<file path="src/bsui_pkg.sv">
`timescale 1ns / 1ps
`default_nettype none

package bsui_pkg;

  // field widths and default sizing
  localparam int ValueW      = 16;
  localparam int MaxItemsDef = 64;
  localparam int BucketsDef  = 10;

  // controller to datapath commands
  typedef struct packed {
    logic load;       // capture the incoming transaction
    logic drop;       // store full, mark the set as overflowed
    logic sum_step;   // one step of the bucket start sum
    logic walk_rd;    // read store at the walk pointer
    logic walk_adv;   // step the walk pointer
    logic shift_rd;   // read the entry below the shift index
    logic shift_wr;   // write it one place up
    logic place;      // write the new value and bump the counts
    logic emit_rd;    // read the next value for output
    logic clear;      // return the set to empty
  } cmd_t;

  // datapath to controller status
  typedef struct packed {
    logic full;
    logic k_lt_b;
    logic ptr_lt_end;
    logic le;
    logic shift_more;
    logic emit_end;
    logic last;
  } stat_t;

endpackage

`default_nettype wire

</file>
<file path="src/bsui_ram.sv">
`timescale 1ns / 1ps
`default_nettype none

module bsui_ram #(
  parameter int Width = 16,
  parameter int Depth = 64
) (
  input  wire logic                     clk_i,
  input  wire logic                     we_i,
  input  wire logic [$clog2(Depth)-1:0] waddr_i,
  input  wire logic [Width-1:0]         wdata_i,
  input  wire logic [$clog2(Depth)-1:0] raddr_i,
  output      logic [Width-1:0]         rdata_o
);

  logic [Width-1:0] mem_q [Depth];

  // one write port, one registered read port
  always_ff @(posedge clk_i) begin
    if (we_i) begin
      mem_q[waddr_i] <= wdata_i;
    end
    rdata_o <= mem_q[raddr_i];
  end

endmodule

`default_nettype wire

</file>
<file path="src/bsui_dp.sv">
`timescale 1ns / 1ps
`default_nettype none

module bsui_dp #(
  parameter int MaxItems = bsui_pkg::MaxItemsDef,
  parameter int Buckets  = bsui_pkg::BucketsDef
) (
  input  wire logic                        clk_i,
  input  wire logic                        rst_ni,
  input  wire bsui_pkg::cmd_t              cmd_i,
  output      bsui_pkg::stat_t             stat_o,
  input  wire logic [bsui_pkg::ValueW-1:0] value_i,
  input  wire logic                        is_last_i,
  output      logic                        valid_o,
  output      logic [bsui_pkg::ValueW-1:0] sorted_value_o,
  output      logic                        last_out_o,
  output      logic                        overflow_o
);

  localparam int VW = bsui_pkg::ValueW;
  localparam int AW = $clog2(MaxItems);
  localparam int CW = $clog2(MaxItems + 1);
  localparam int BW = $clog2(Buckets);
  localparam int MW = $clog2(Buckets + 1);
  localparam int PW = VW + MW;

  logic [VW-1:0] v_q;
  logic          last_q;
  logic [BW-1:0] b_q;
  logic [BW-1:0] k_q;
  logic [CW-1:0] start_q, end_q, ptr_q, idx_q;
  logic [CW-1:0] fill_q [Buckets];
  logic [CW-1:0] count_q;
  logic          dropped_q;
  logic          pend_q, pend_last_q;

  logic [PW-1:0] prod;
  logic [MW-1:0] b_raw;
  logic [BW-1:0] b_new;
  logic [CW-1:0] fill_rd;
  logic          we;
  logic [AW-1:0] waddr, raddr;
  logic [VW-1:0] wdata, rdata;

  // bucket index = floor(value * buckets), clamped
  assign prod  = PW'(value_i) * PW'(Buckets);
  assign b_raw = prod[PW-1:VW];
  assign b_new = (b_raw >= MW'(Buckets)) ? BW'(Buckets - 1) : BW'(b_raw);

  assign fill_rd = fill_q[k_q];

  // store port selection
  always_comb begin
    we    = cmd_i.shift_wr | cmd_i.place;
    waddr = cmd_i.shift_wr ? AW'(idx_q) : AW'(ptr_q);
    wdata = cmd_i.shift_wr ? rdata : v_q;
    if (cmd_i.emit_rd) begin
      raddr = AW'(idx_q);
    end else if (cmd_i.shift_rd) begin
      raddr = AW'(idx_q - CW'(1));
    end else if (cmd_i.walk_rd) begin
      raddr = AW'(ptr_q);
    end else begin
      raddr = '0;
    end
  end

  bsui_ram #(
    .Width(VW),
    .Depth(MaxItems)
  ) u_store (
    .clk_i  (clk_i),
    .we_i   (we),
    .waddr_i(waddr),
    .wdata_i(wdata),
    .raddr_i(raddr),
    .rdata_o(rdata)
  );

  // status back to the controller
  assign stat_o.full       = (count_q >= CW'(MaxItems));
  assign stat_o.k_lt_b     = (k_q < b_q);
  assign stat_o.ptr_lt_end = (ptr_q < end_q);
  assign stat_o.le         = (rdata <= v_q);
  assign stat_o.shift_more = (idx_q > ptr_q);
  assign stat_o.emit_end   = (idx_q == count_q - CW'(1));
  assign stat_o.last       = last_q;

  // working registers of the current insertion
  always_ff @(posedge clk_i) begin
    if (cmd_i.load) begin
      v_q     <= value_i;
      last_q  <= is_last_i;
      b_q     <= b_new;
      k_q     <= '0;
      start_q <= '0;
    end
    if (cmd_i.sum_step) begin
      if (k_q < b_q) begin
        start_q <= start_q + fill_rd;
        k_q     <= k_q + BW'(1);
      end else begin
        end_q <= start_q + fill_rd;
        ptr_q <= start_q;
      end
    end
    if (cmd_i.walk_adv) begin
      ptr_q <= ptr_q + CW'(1);
    end
  end

  // set state, shift and emit index, result strobe
  always_ff @(posedge clk_i or negedge rst_ni) begin
    if (!rst_ni) begin
      count_q     <= '0;
      dropped_q   <= 1'b0;
      idx_q       <= '0;
      pend_q      <= 1'b0;
      pend_last_q <= 1'b0;
      for (int i = 0; i < Buckets; i++) begin
        fill_q[i] <= '0;
      end
    end else begin
      pend_q      <= cmd_i.emit_rd;
      pend_last_q <= cmd_i.emit_rd & stat_o.emit_end;
      if (cmd_i.load) begin
        idx_q <= count_q;
      end
      if (cmd_i.drop) begin
        dropped_q <= 1'b1;
        idx_q     <= '0;
      end
      if (cmd_i.shift_wr) begin
        idx_q <= idx_q - CW'(1);
      end
      if (cmd_i.place) begin
        fill_q[b_q] <= fill_q[b_q] + CW'(1);
        count_q     <= count_q + CW'(1);
        idx_q       <= '0;
      end
      if (cmd_i.emit_rd) begin
        idx_q <= idx_q + CW'(1);
      end
      if (cmd_i.clear) begin
        count_q   <= '0;
        dropped_q <= 1'b0;
        idx_q     <= '0;
        for (int i = 0; i < Buckets; i++) begin
          fill_q[i] <= '0;
        end
      end
    end
  end

  assign valid_o        = pend_q;
  assign sorted_value_o = rdata;
  assign last_out_o     = pend_last_q;
  assign overflow_o     = pend_q & dropped_q;

  // checks
  a_count_bound: assert property (@(posedge clk_i) disable iff (!rst_ni)
    count_q <= CW'(MaxItems)) else $error("stored count above capacity");

  a_last_gap: assert property (@(posedge clk_i) disable iff (!rst_ni)
    valid_o && last_out_o |=> !valid_o) else $error("result after last of set");

  a_clear_after_last: assert property (@(posedge clk_i) disable iff (!rst_ni)
    valid_o && last_out_o |=> count_q == '0 && !dropped_q)
    else $error("set not emptied after emission");

endmodule

`default_nettype wire

</file>
<file path="src/bsui_ctrl.sv">
`timescale 1ns / 1ps
`default_nettype none

module bsui_ctrl (
  input  wire logic            clk_i,
  input  wire logic            rst_ni,
  input  wire logic            start_i,
  output      logic            busy_o,
  output      bsui_pkg::cmd_t  cmd_o,
  input  wire bsui_pkg::stat_t stat_i
);

  typedef enum logic [8:0] {
    S_IDLE     = 9'b000000001,
    S_SUM      = 9'b000000010,
    S_WALK_RD  = 9'b000000100,
    S_WALK_CMP = 9'b000001000,
    S_SHIFT_RD = 9'b000010000,
    S_SHIFT_WR = 9'b000100000,
    S_PLACE    = 9'b001000000,
    S_EMIT     = 9'b010000000,
    S_DRAIN    = 9'b100000000
  } state_e;

  state_e state_q, state_d;

  // next state and commands
  always_comb begin
    state_d = state_q;
    cmd_o   = '0;
    case (state_q)
      S_IDLE: begin
        if (start_i) begin
          cmd_o.load = 1'b1;
          state_d    = S_SUM;
        end
      end
      S_SUM: begin
        if (stat_i.full) begin
          cmd_o.drop = 1'b1;
          state_d    = stat_i.last ? S_EMIT : S_IDLE;
        end else begin
          cmd_o.sum_step = 1'b1;
          if (!stat_i.k_lt_b) begin
            state_d = S_WALK_RD;
          end
        end
      end
      S_WALK_RD: begin
        if (stat_i.ptr_lt_end) begin
          cmd_o.walk_rd = 1'b1;
          state_d       = S_WALK_CMP;
        end else begin
          state_d = S_SHIFT_RD;
        end
      end
      S_WALK_CMP: begin
        if (stat_i.le) begin
          cmd_o.walk_adv = 1'b1;
          state_d        = S_WALK_RD;
        end else begin
          state_d = S_SHIFT_RD;
        end
      end
      S_SHIFT_RD: begin
        if (stat_i.shift_more) begin
          cmd_o.shift_rd = 1'b1;
          state_d        = S_SHIFT_WR;
        end else begin
          state_d = S_PLACE;
        end
      end
      S_SHIFT_WR: begin
        cmd_o.shift_wr = 1'b1;
        state_d        = S_SHIFT_RD;
      end
      S_PLACE: begin
        cmd_o.place = 1'b1;
        state_d     = stat_i.last ? S_EMIT : S_IDLE;
      end
      S_EMIT: begin
        cmd_o.emit_rd = 1'b1;
        if (stat_i.emit_end) begin
          state_d = S_DRAIN;
        end
      end
      S_DRAIN: begin
        cmd_o.clear = 1'b1;
        state_d     = S_IDLE;
      end
      default: begin
        state_d = S_IDLE;
      end
    endcase
  end

  always_ff @(posedge clk_i or negedge rst_ni) begin
    if (!rst_ni) begin
      state_q <= S_IDLE;
    end else begin
      state_q <= state_d;
    end
  end

  assign busy_o = (state_q != S_IDLE);

  // checks
  a_accept_busy: assert property (@(posedge clk_i) disable iff (!rst_ni)
    start_i && !busy_o |=> busy_o) else $error("accepted transaction not taken up");

endmodule

`default_nettype wire

</file>
<file path="src/bucket_sort_unit_interval_top.sv">
`timescale 1ns / 1ps
`default_nettype none

// bucket sort of Q0.16 fractions, one set at a time
// input: a transaction is taken when start_i is high and busy_o is low;
//   value_i is the fraction, is_last_i closes the set
// each value goes to bucket floor(value * Buckets) and is inserted in
//   order into a single sorted store of MaxItems entries (one RAM)
// busy_o stays high after an insertion is taken while the controller sums
//   the fills of buckets below b (b the bucket index), walks bucket b past
//   entries not above the value, moves the entries from the stop point up
//   one place and writes the value; walk and shift go through the RAM port
// a transaction that finds the store full is dropped without a walk
// on the closing transaction the whole set is read out, one result per
//   cycle on valid_o, each through the registered RAM read, with
//   last_out_o on the final one; busy_o drops in the cycle after that
// items past capacity are dropped and overflow_o is then set on every result of that set
// results cannot be stalled: each is shown for exactly one cycle
// reset empties the set; the store contents are not cleared

module bucket_sort_unit_interval_top #(
  parameter int MaxItems = bsui_pkg::MaxItemsDef,
  parameter int Buckets  = bsui_pkg::BucketsDef
) (
  input  wire logic                        clk_i,
  input  wire logic                        rst_ni,
  input  wire logic                        start_i,
  output      logic                        busy_o,
  input  wire logic [bsui_pkg::ValueW-1:0] value_i,
  input  wire logic                        is_last_i,
  output      logic                        valid_o,
  output      logic [bsui_pkg::ValueW-1:0] sorted_value_o,
  output      logic                        last_out_o,
  output      logic                        overflow_o
);

  bsui_pkg::cmd_t  cmd;
  bsui_pkg::stat_t stat;

  bsui_ctrl u_ctrl (
    .clk_i  (clk_i),
    .rst_ni (rst_ni),
    .start_i(start_i),
    .busy_o (busy_o),
    .cmd_o  (cmd),
    .stat_i (stat)
  );

  bsui_dp #(
    .MaxItems(MaxItems),
    .Buckets (Buckets)
  ) u_dp (
    .clk_i         (clk_i),
    .rst_ni        (rst_ni),
    .cmd_i         (cmd),
    .stat_o        (stat),
    .value_i       (value_i),
    .is_last_i     (is_last_i),
    .valid_o       (valid_o),
    .sorted_value_o(sorted_value_o),
    .last_out_o    (last_out_o),
    .overflow_o    (overflow_o)
  );

endmodule

`default_nettype wire
</file>
<file path="config.mk">
export PLATFORM = sky130hd
export DESIGN_NAME = bucket_sort_unit_interval_top
export DESIGN_NICKNAME = d
export VERILOG_FILES = /design/src/bsui_pkg.sv /design/src/bsui_ram.sv /design/src/bsui_dp.sv /design/src/bsui_ctrl.sv /design/src/bucket_sort_unit_interval_top.sv
export SDC_FILE = /design/constraint.sdc
export NUM_CORES = 2
export LEC_CHECK = 0
export BUFFER_PORTS_ARGS = -buffer_cell sky130_fd_sc_hd__buf_4
export CAP_MARGIN = 20
export CORE_MARGIN = 3
export CORE_UTILIZATION = 60
export DETAILED_ROUTE_END_ITERATION = 8
export MAX_ROUTING_LAYER = met4
export PLACE_DENSITY = 0.76
export SETUP_SLACK_MARGIN = 0.3
export SYNTH_ARGS = -nofsm -noshare
export SYNTH_HDL_FRONTEND = slang
export SYNTH_SLANG_ARGS = --single-unit
</file>
<file path="constraint.sdc">
create_clock -name clk_i -period 11 [get_ports clk_i]
set_input_delay 1.65 -clock clk_i [delete_from_list [all_inputs] [get_ports clk_i]]
set_output_delay 1.65 -clock clk_i [all_outputs]
set_load 0.005 [all_outputs]
</file>
==> key figures <==
Synthesis
  – Syn. warnings: 0
  – Syn Nets: 3668
  – FF+latch count, synth: 1182
  – Avg Synthesized Cell Area: 13.8 µm²
  – Seq/Total Area, Yosys: 70.4%
  – Most used DFF post-synth: edfxtp_1
  – Post-Synthesis Cell Area: 0.0493 mm²
  – Synthesized instance count: 3576
  – Asr flop ratio synth: 8.12%
  – Post-synth EDFFs: 1059
  – Netlist cell types: 74

Die
  – Die Wd: 293 µm
  – I/O pin cnt: 40
  – Initial Utilization: 61.0%
  – Die Ht: 293 µm
  – Core area: 0.0809 mm²
  – Cell Rows: 104
  – Total die area: 0.0857 mm²

Detailed routing
  – Antenna-violating nets left: 0
  – Routed wire per std cell: 27.3 µm
  – Final wirelength: 130000 µm
  – First drt pass iteration count: 6
  – Vias per cell: 6.70
  – # DRC: 0
  – DR iter-0 viols: 5023
  – Via count: 31900

Setup path
  – Worst setup EP type: flop
  – Worst setup SP type: flop
  – WP data required: 11.52 ns
  – R2R Path End: u_dp.u_store.rdata_o[4]
  – R2r worst-path depth: 13
  – Crit path DAT: 6.21 ns
  – Max FO, Critical Path: 137
  – Reg-to-Reg Start: u_dp.ptr_q[2]
  – R2R Setup Slk: 5.32 ns
  – CP Class: flop to flop

Clock tree
  – Post-CTS setup buffers: 0
  – CTS sink cnt: 1182
  – H-tree Lvls: 3
  – CTS max path bufs: 3
  – Clk Latency, worst-skew pair: 0.69 ns
  – CTS Buf Count: 112
  – Hold Buf Count CTS: 0
  – Clock slew at reported path FFs: 0.06 ns
  – Root Buffer: clkbuf_16
  – Post-CTS resize count: 0
  – TritonCTS clock tree: yes

GRT
  – Vias in the first global route: 30500
  – Total GRT Usage: 31.1%
  – Largest net degree at the start of global routing: 138
  – Congestion Overflow GR: 0
  – Global-route wire length before repair: 193000 µm
  – Initial antenna violation count: 5

Min path
  – Worst Hold Launch: u_dp.start_q[2]
  – Worst Hold Class: flop to flop
  – Hold Path Sink: u_dp.start_q[2]
  – Hold depth: 2

Timing
  – Clock Skew: 0.0185 ns
  – Hold WS: 0.487 ns
  – Max Fclk: 176 MHz
  – Min Tclk post-route: 5.68 ns
  – TNS Setup: 0 ns
  – RSZ-0062 raised after global routing: no
  – Slew headroom: 27.7%
  – Fin. max-slew vios: 0
  – Final period utilization: 51.7%
  – Final Hold Vio Count: 0
  – Final setup viols: 0
  – Worst slew pin tran: 1.07 ns

Final layout
  – Finished Core Util: 67.8%
  – Fillers: 5485
  – Area occupied by multi-input gates: 0.0136 mm²
  – Layout Nets: 3697
  – Final Non-Filler Cells: 4762
  – Area grow syn2layout: 11.1%
  – Layout cell share with drive strength beyond 1: 11.3%
  – Sequential Area: 0.0347 mm²

Power and ir drop
  – Power Dens Cells: 175 mW/mm²
  – Worst IR Drop VDD: 0.200 mV
  – Leak: 0.0183 µW

Status
  – Outcome: complete, no violations

Placement
  – Port Buffers: 39
  – Routability Congestion: 0.906
  – Placed cells: 4549
  – HPWL after detailed placement: 75000 µm

Flow run
  – Max Cap Viol: 0
-- cells in the mapped netlist, drive strengths merged (7+ instances only) --
| cell | n | share of area, % |
|---|---|---|
| a211oi | 9 | 0.18 |
| a21o | 14 | 0.21 |
| a21oi | 223 | 2.3 |
| a221o | 115 | 2.3 |
| a221oi | 105 | 1.9 |
| a22o | 39 | 0.69 |
| a22oi | 7 | 0.11 |
| a31oi | 12 | 0.15 |
| a32o | 48 | 0.97 |
| and2 | 10 | 0.13 |
| buf | 98 | 0.99 |
| clkbuf | 151 | 1.2 |
| dfrtp | 95 | 4.8 |
| dfxtp | 27 | 1.1 |
| edfxtp | 1059 | 64 |
| ha | 71 | 1.8 |
| inv | 54 | 0.41 |
| mux2 | 13 | 0.30 |
| mux2i | 114 | 2.3 |
| mux4 | 28 | 1.3 |
| nand2 | 164 | 1.2 |
| nand2b | 12 | 0.15 |
| nand3 | 157 | 1.6 |
| nand3b | 7 | 0.11 |
| nand4 | 30 | 0.39 |
| nor2 | 434 | 3.3 |
| nor2b | 10 | 0.13 |
| nor3 | 20 | 0.24 |
| o21ai | 344 | 3.5 |
| o22ai | 10 | 0.13 |
| xnor2 | 21 | 0.37 |
| xor2 | 14 | 0.25 |
-- worst max-delay path by stage --
| stage | from | to | slack (ns) | cells past startpoint |
|---|---|---|---|---|
| 2_1_floorplan | u_ctrl.state_q[3] | u_dp.u_store.mem_q[0][0] | 5.93 | 7 |
| 3_3_place_gp | u_dp.ptr_q[2] | u_dp.u_store.rdata_o[4] | 5.41 | 13 |
| 3_5_place_dp | u_dp.ptr_q[2] | u_dp.u_store.rdata_o[4] | 5.44 | 13 |
| 4_1_cts | u_dp.ptr_q[2] | u_dp.u_store.rdata_o[4] | 5.41 | 13 |
| 5_1_grt | u_dp.ptr_q[2] | u_dp.u_store.rdata_o[4] | 5.12 | 13 |
| 6_report | u_dp.ptr_q[2] | u_dp.u_store.rdata_o[4] | 5.32 | 13 |
-- logic make-up after synthesis --
group | after synthesis | synth area share (%)
compound gates | 962 | 13.1
buf+inv | 303 | 2.55
fa+ha+maj | 72 | 1.84
flops | 1182 | 70.4
xor+xnor | 35 | 0.621
simple gates | 867 | 7.62
mux | 155 | 3.89
-- cells in the final DEF, fill, tap and decap left out, drive strengths merged, types with 5 or more instances in the layout --
| master | count |
|---|---|
| a211oi | 9 |
| a21boi | 5 |
| a21o | 14 |
| a21oi | 223 |
| a221o | 115 |
| a221oi | 105 |
| a22o | 39 |
| a22oi | 7 |
| a31oi | 12 |
| a32o | 48 |
| and2 | 10 |
| buf | 164 |
| bufinv | 13 |
| clkbuf | 141 |
| clkinv | 42 |
| clkinvlp | 8 |
| dfrtp | 95 |
| dfxtp | 27 |
| edfxtp | 1059 |
| ha | 71 |
| inv | 60 |
| mux2 | 13 |
| mux2i | 114 |
| mux4 | 28 |
| nand2 | 164 |
| nand2b | 12 |
| nand3 | 157 |
| nand3b | 7 |
| nand4 | 30 |
| nor2 | 434 |
| nor2b | 10 |
| nor3 | 20 |
| o21ai | 344 |
| o22ai | 10 |
| or2 | 6 |
| xnor2 | 21 |
| xor2 | 14 |
-- through the flow --
| step | area, µm² | total power [µW] | setup slack [ns] |
|---|---|---|---|
| after floorplan | 49300 | 5570 | 5.93 |
| after global placement | 51100 | 5790 | 5.41 |
| after detailed placement | 51100 | 5810 | 5.44 |
| after CTS | 54800 | 9610 | 5.41 |
| after global routing | 54800 | 9840 | 5.12 |
| final | 54800 | 9590 | 5.32 |
-- report_power, final --
part / total (µW) / internal, µW / switching, µW / leakage [µW]
sequential: 5140 / 5100 / 38.9 / 0.0111
combinational: 592 / 145 / 448 / 0.00543
clock: 3860 / 2220 / 1650 / 0.00179
-- per-layer routing --
layer	track usage [%]	vias up	part of all wire (%)
met5	-	-	0
met3	6.22	259	12
met4	12.7	0	4.1
met2	45.7	2061	45
li1	-	13900	-
met1	43.3	15700	38
-- registers in the layout, indices dropped and copies added, names as in the netlist, 4 cells and up --
name                  count
u_dp.b_q                  4
u_dp.k_q                  4
u_dp.v_q                 16
u_dp.ptr_q                7
u_dp.count_q              7
u_dp.end_q                7
u_dp.idx_q                7
u_dp.start_q              7
u_ctrl.state_q            9
u_dp.fill_q              70
u_dp.u_store.mem_q     1024
u_dp.u_store.rdata_o     16
-- final cells by class --
type,count,area share (%)
clock buffer,141,5.40
antenna,1,0.00456
clock inverter,69,1.32
inverter,54,0.370
sequential,1182,63.4
timing repair buffer,164,2.35
multi-input combinational,2091,24.8
tap,1060,2.42
-- worst max-delay path, cell delays in order (launching register included) --
cell	delay, ns
edfxtp_1	0.59
inv_1	0.16
ha_1	0.34
a21oi_1	0.07
a21o_1	0.22
a211oi_1	0.56
a211o_4	0.62
buf_12	0.61
buf_4	0.64
mux2i_1	0.24
a21oi_1	0.08
a32o_1	0.27
o21ai_0	0.83
nand4_1	0.16
Note: power is estimated with default switching activity, not from simulation.
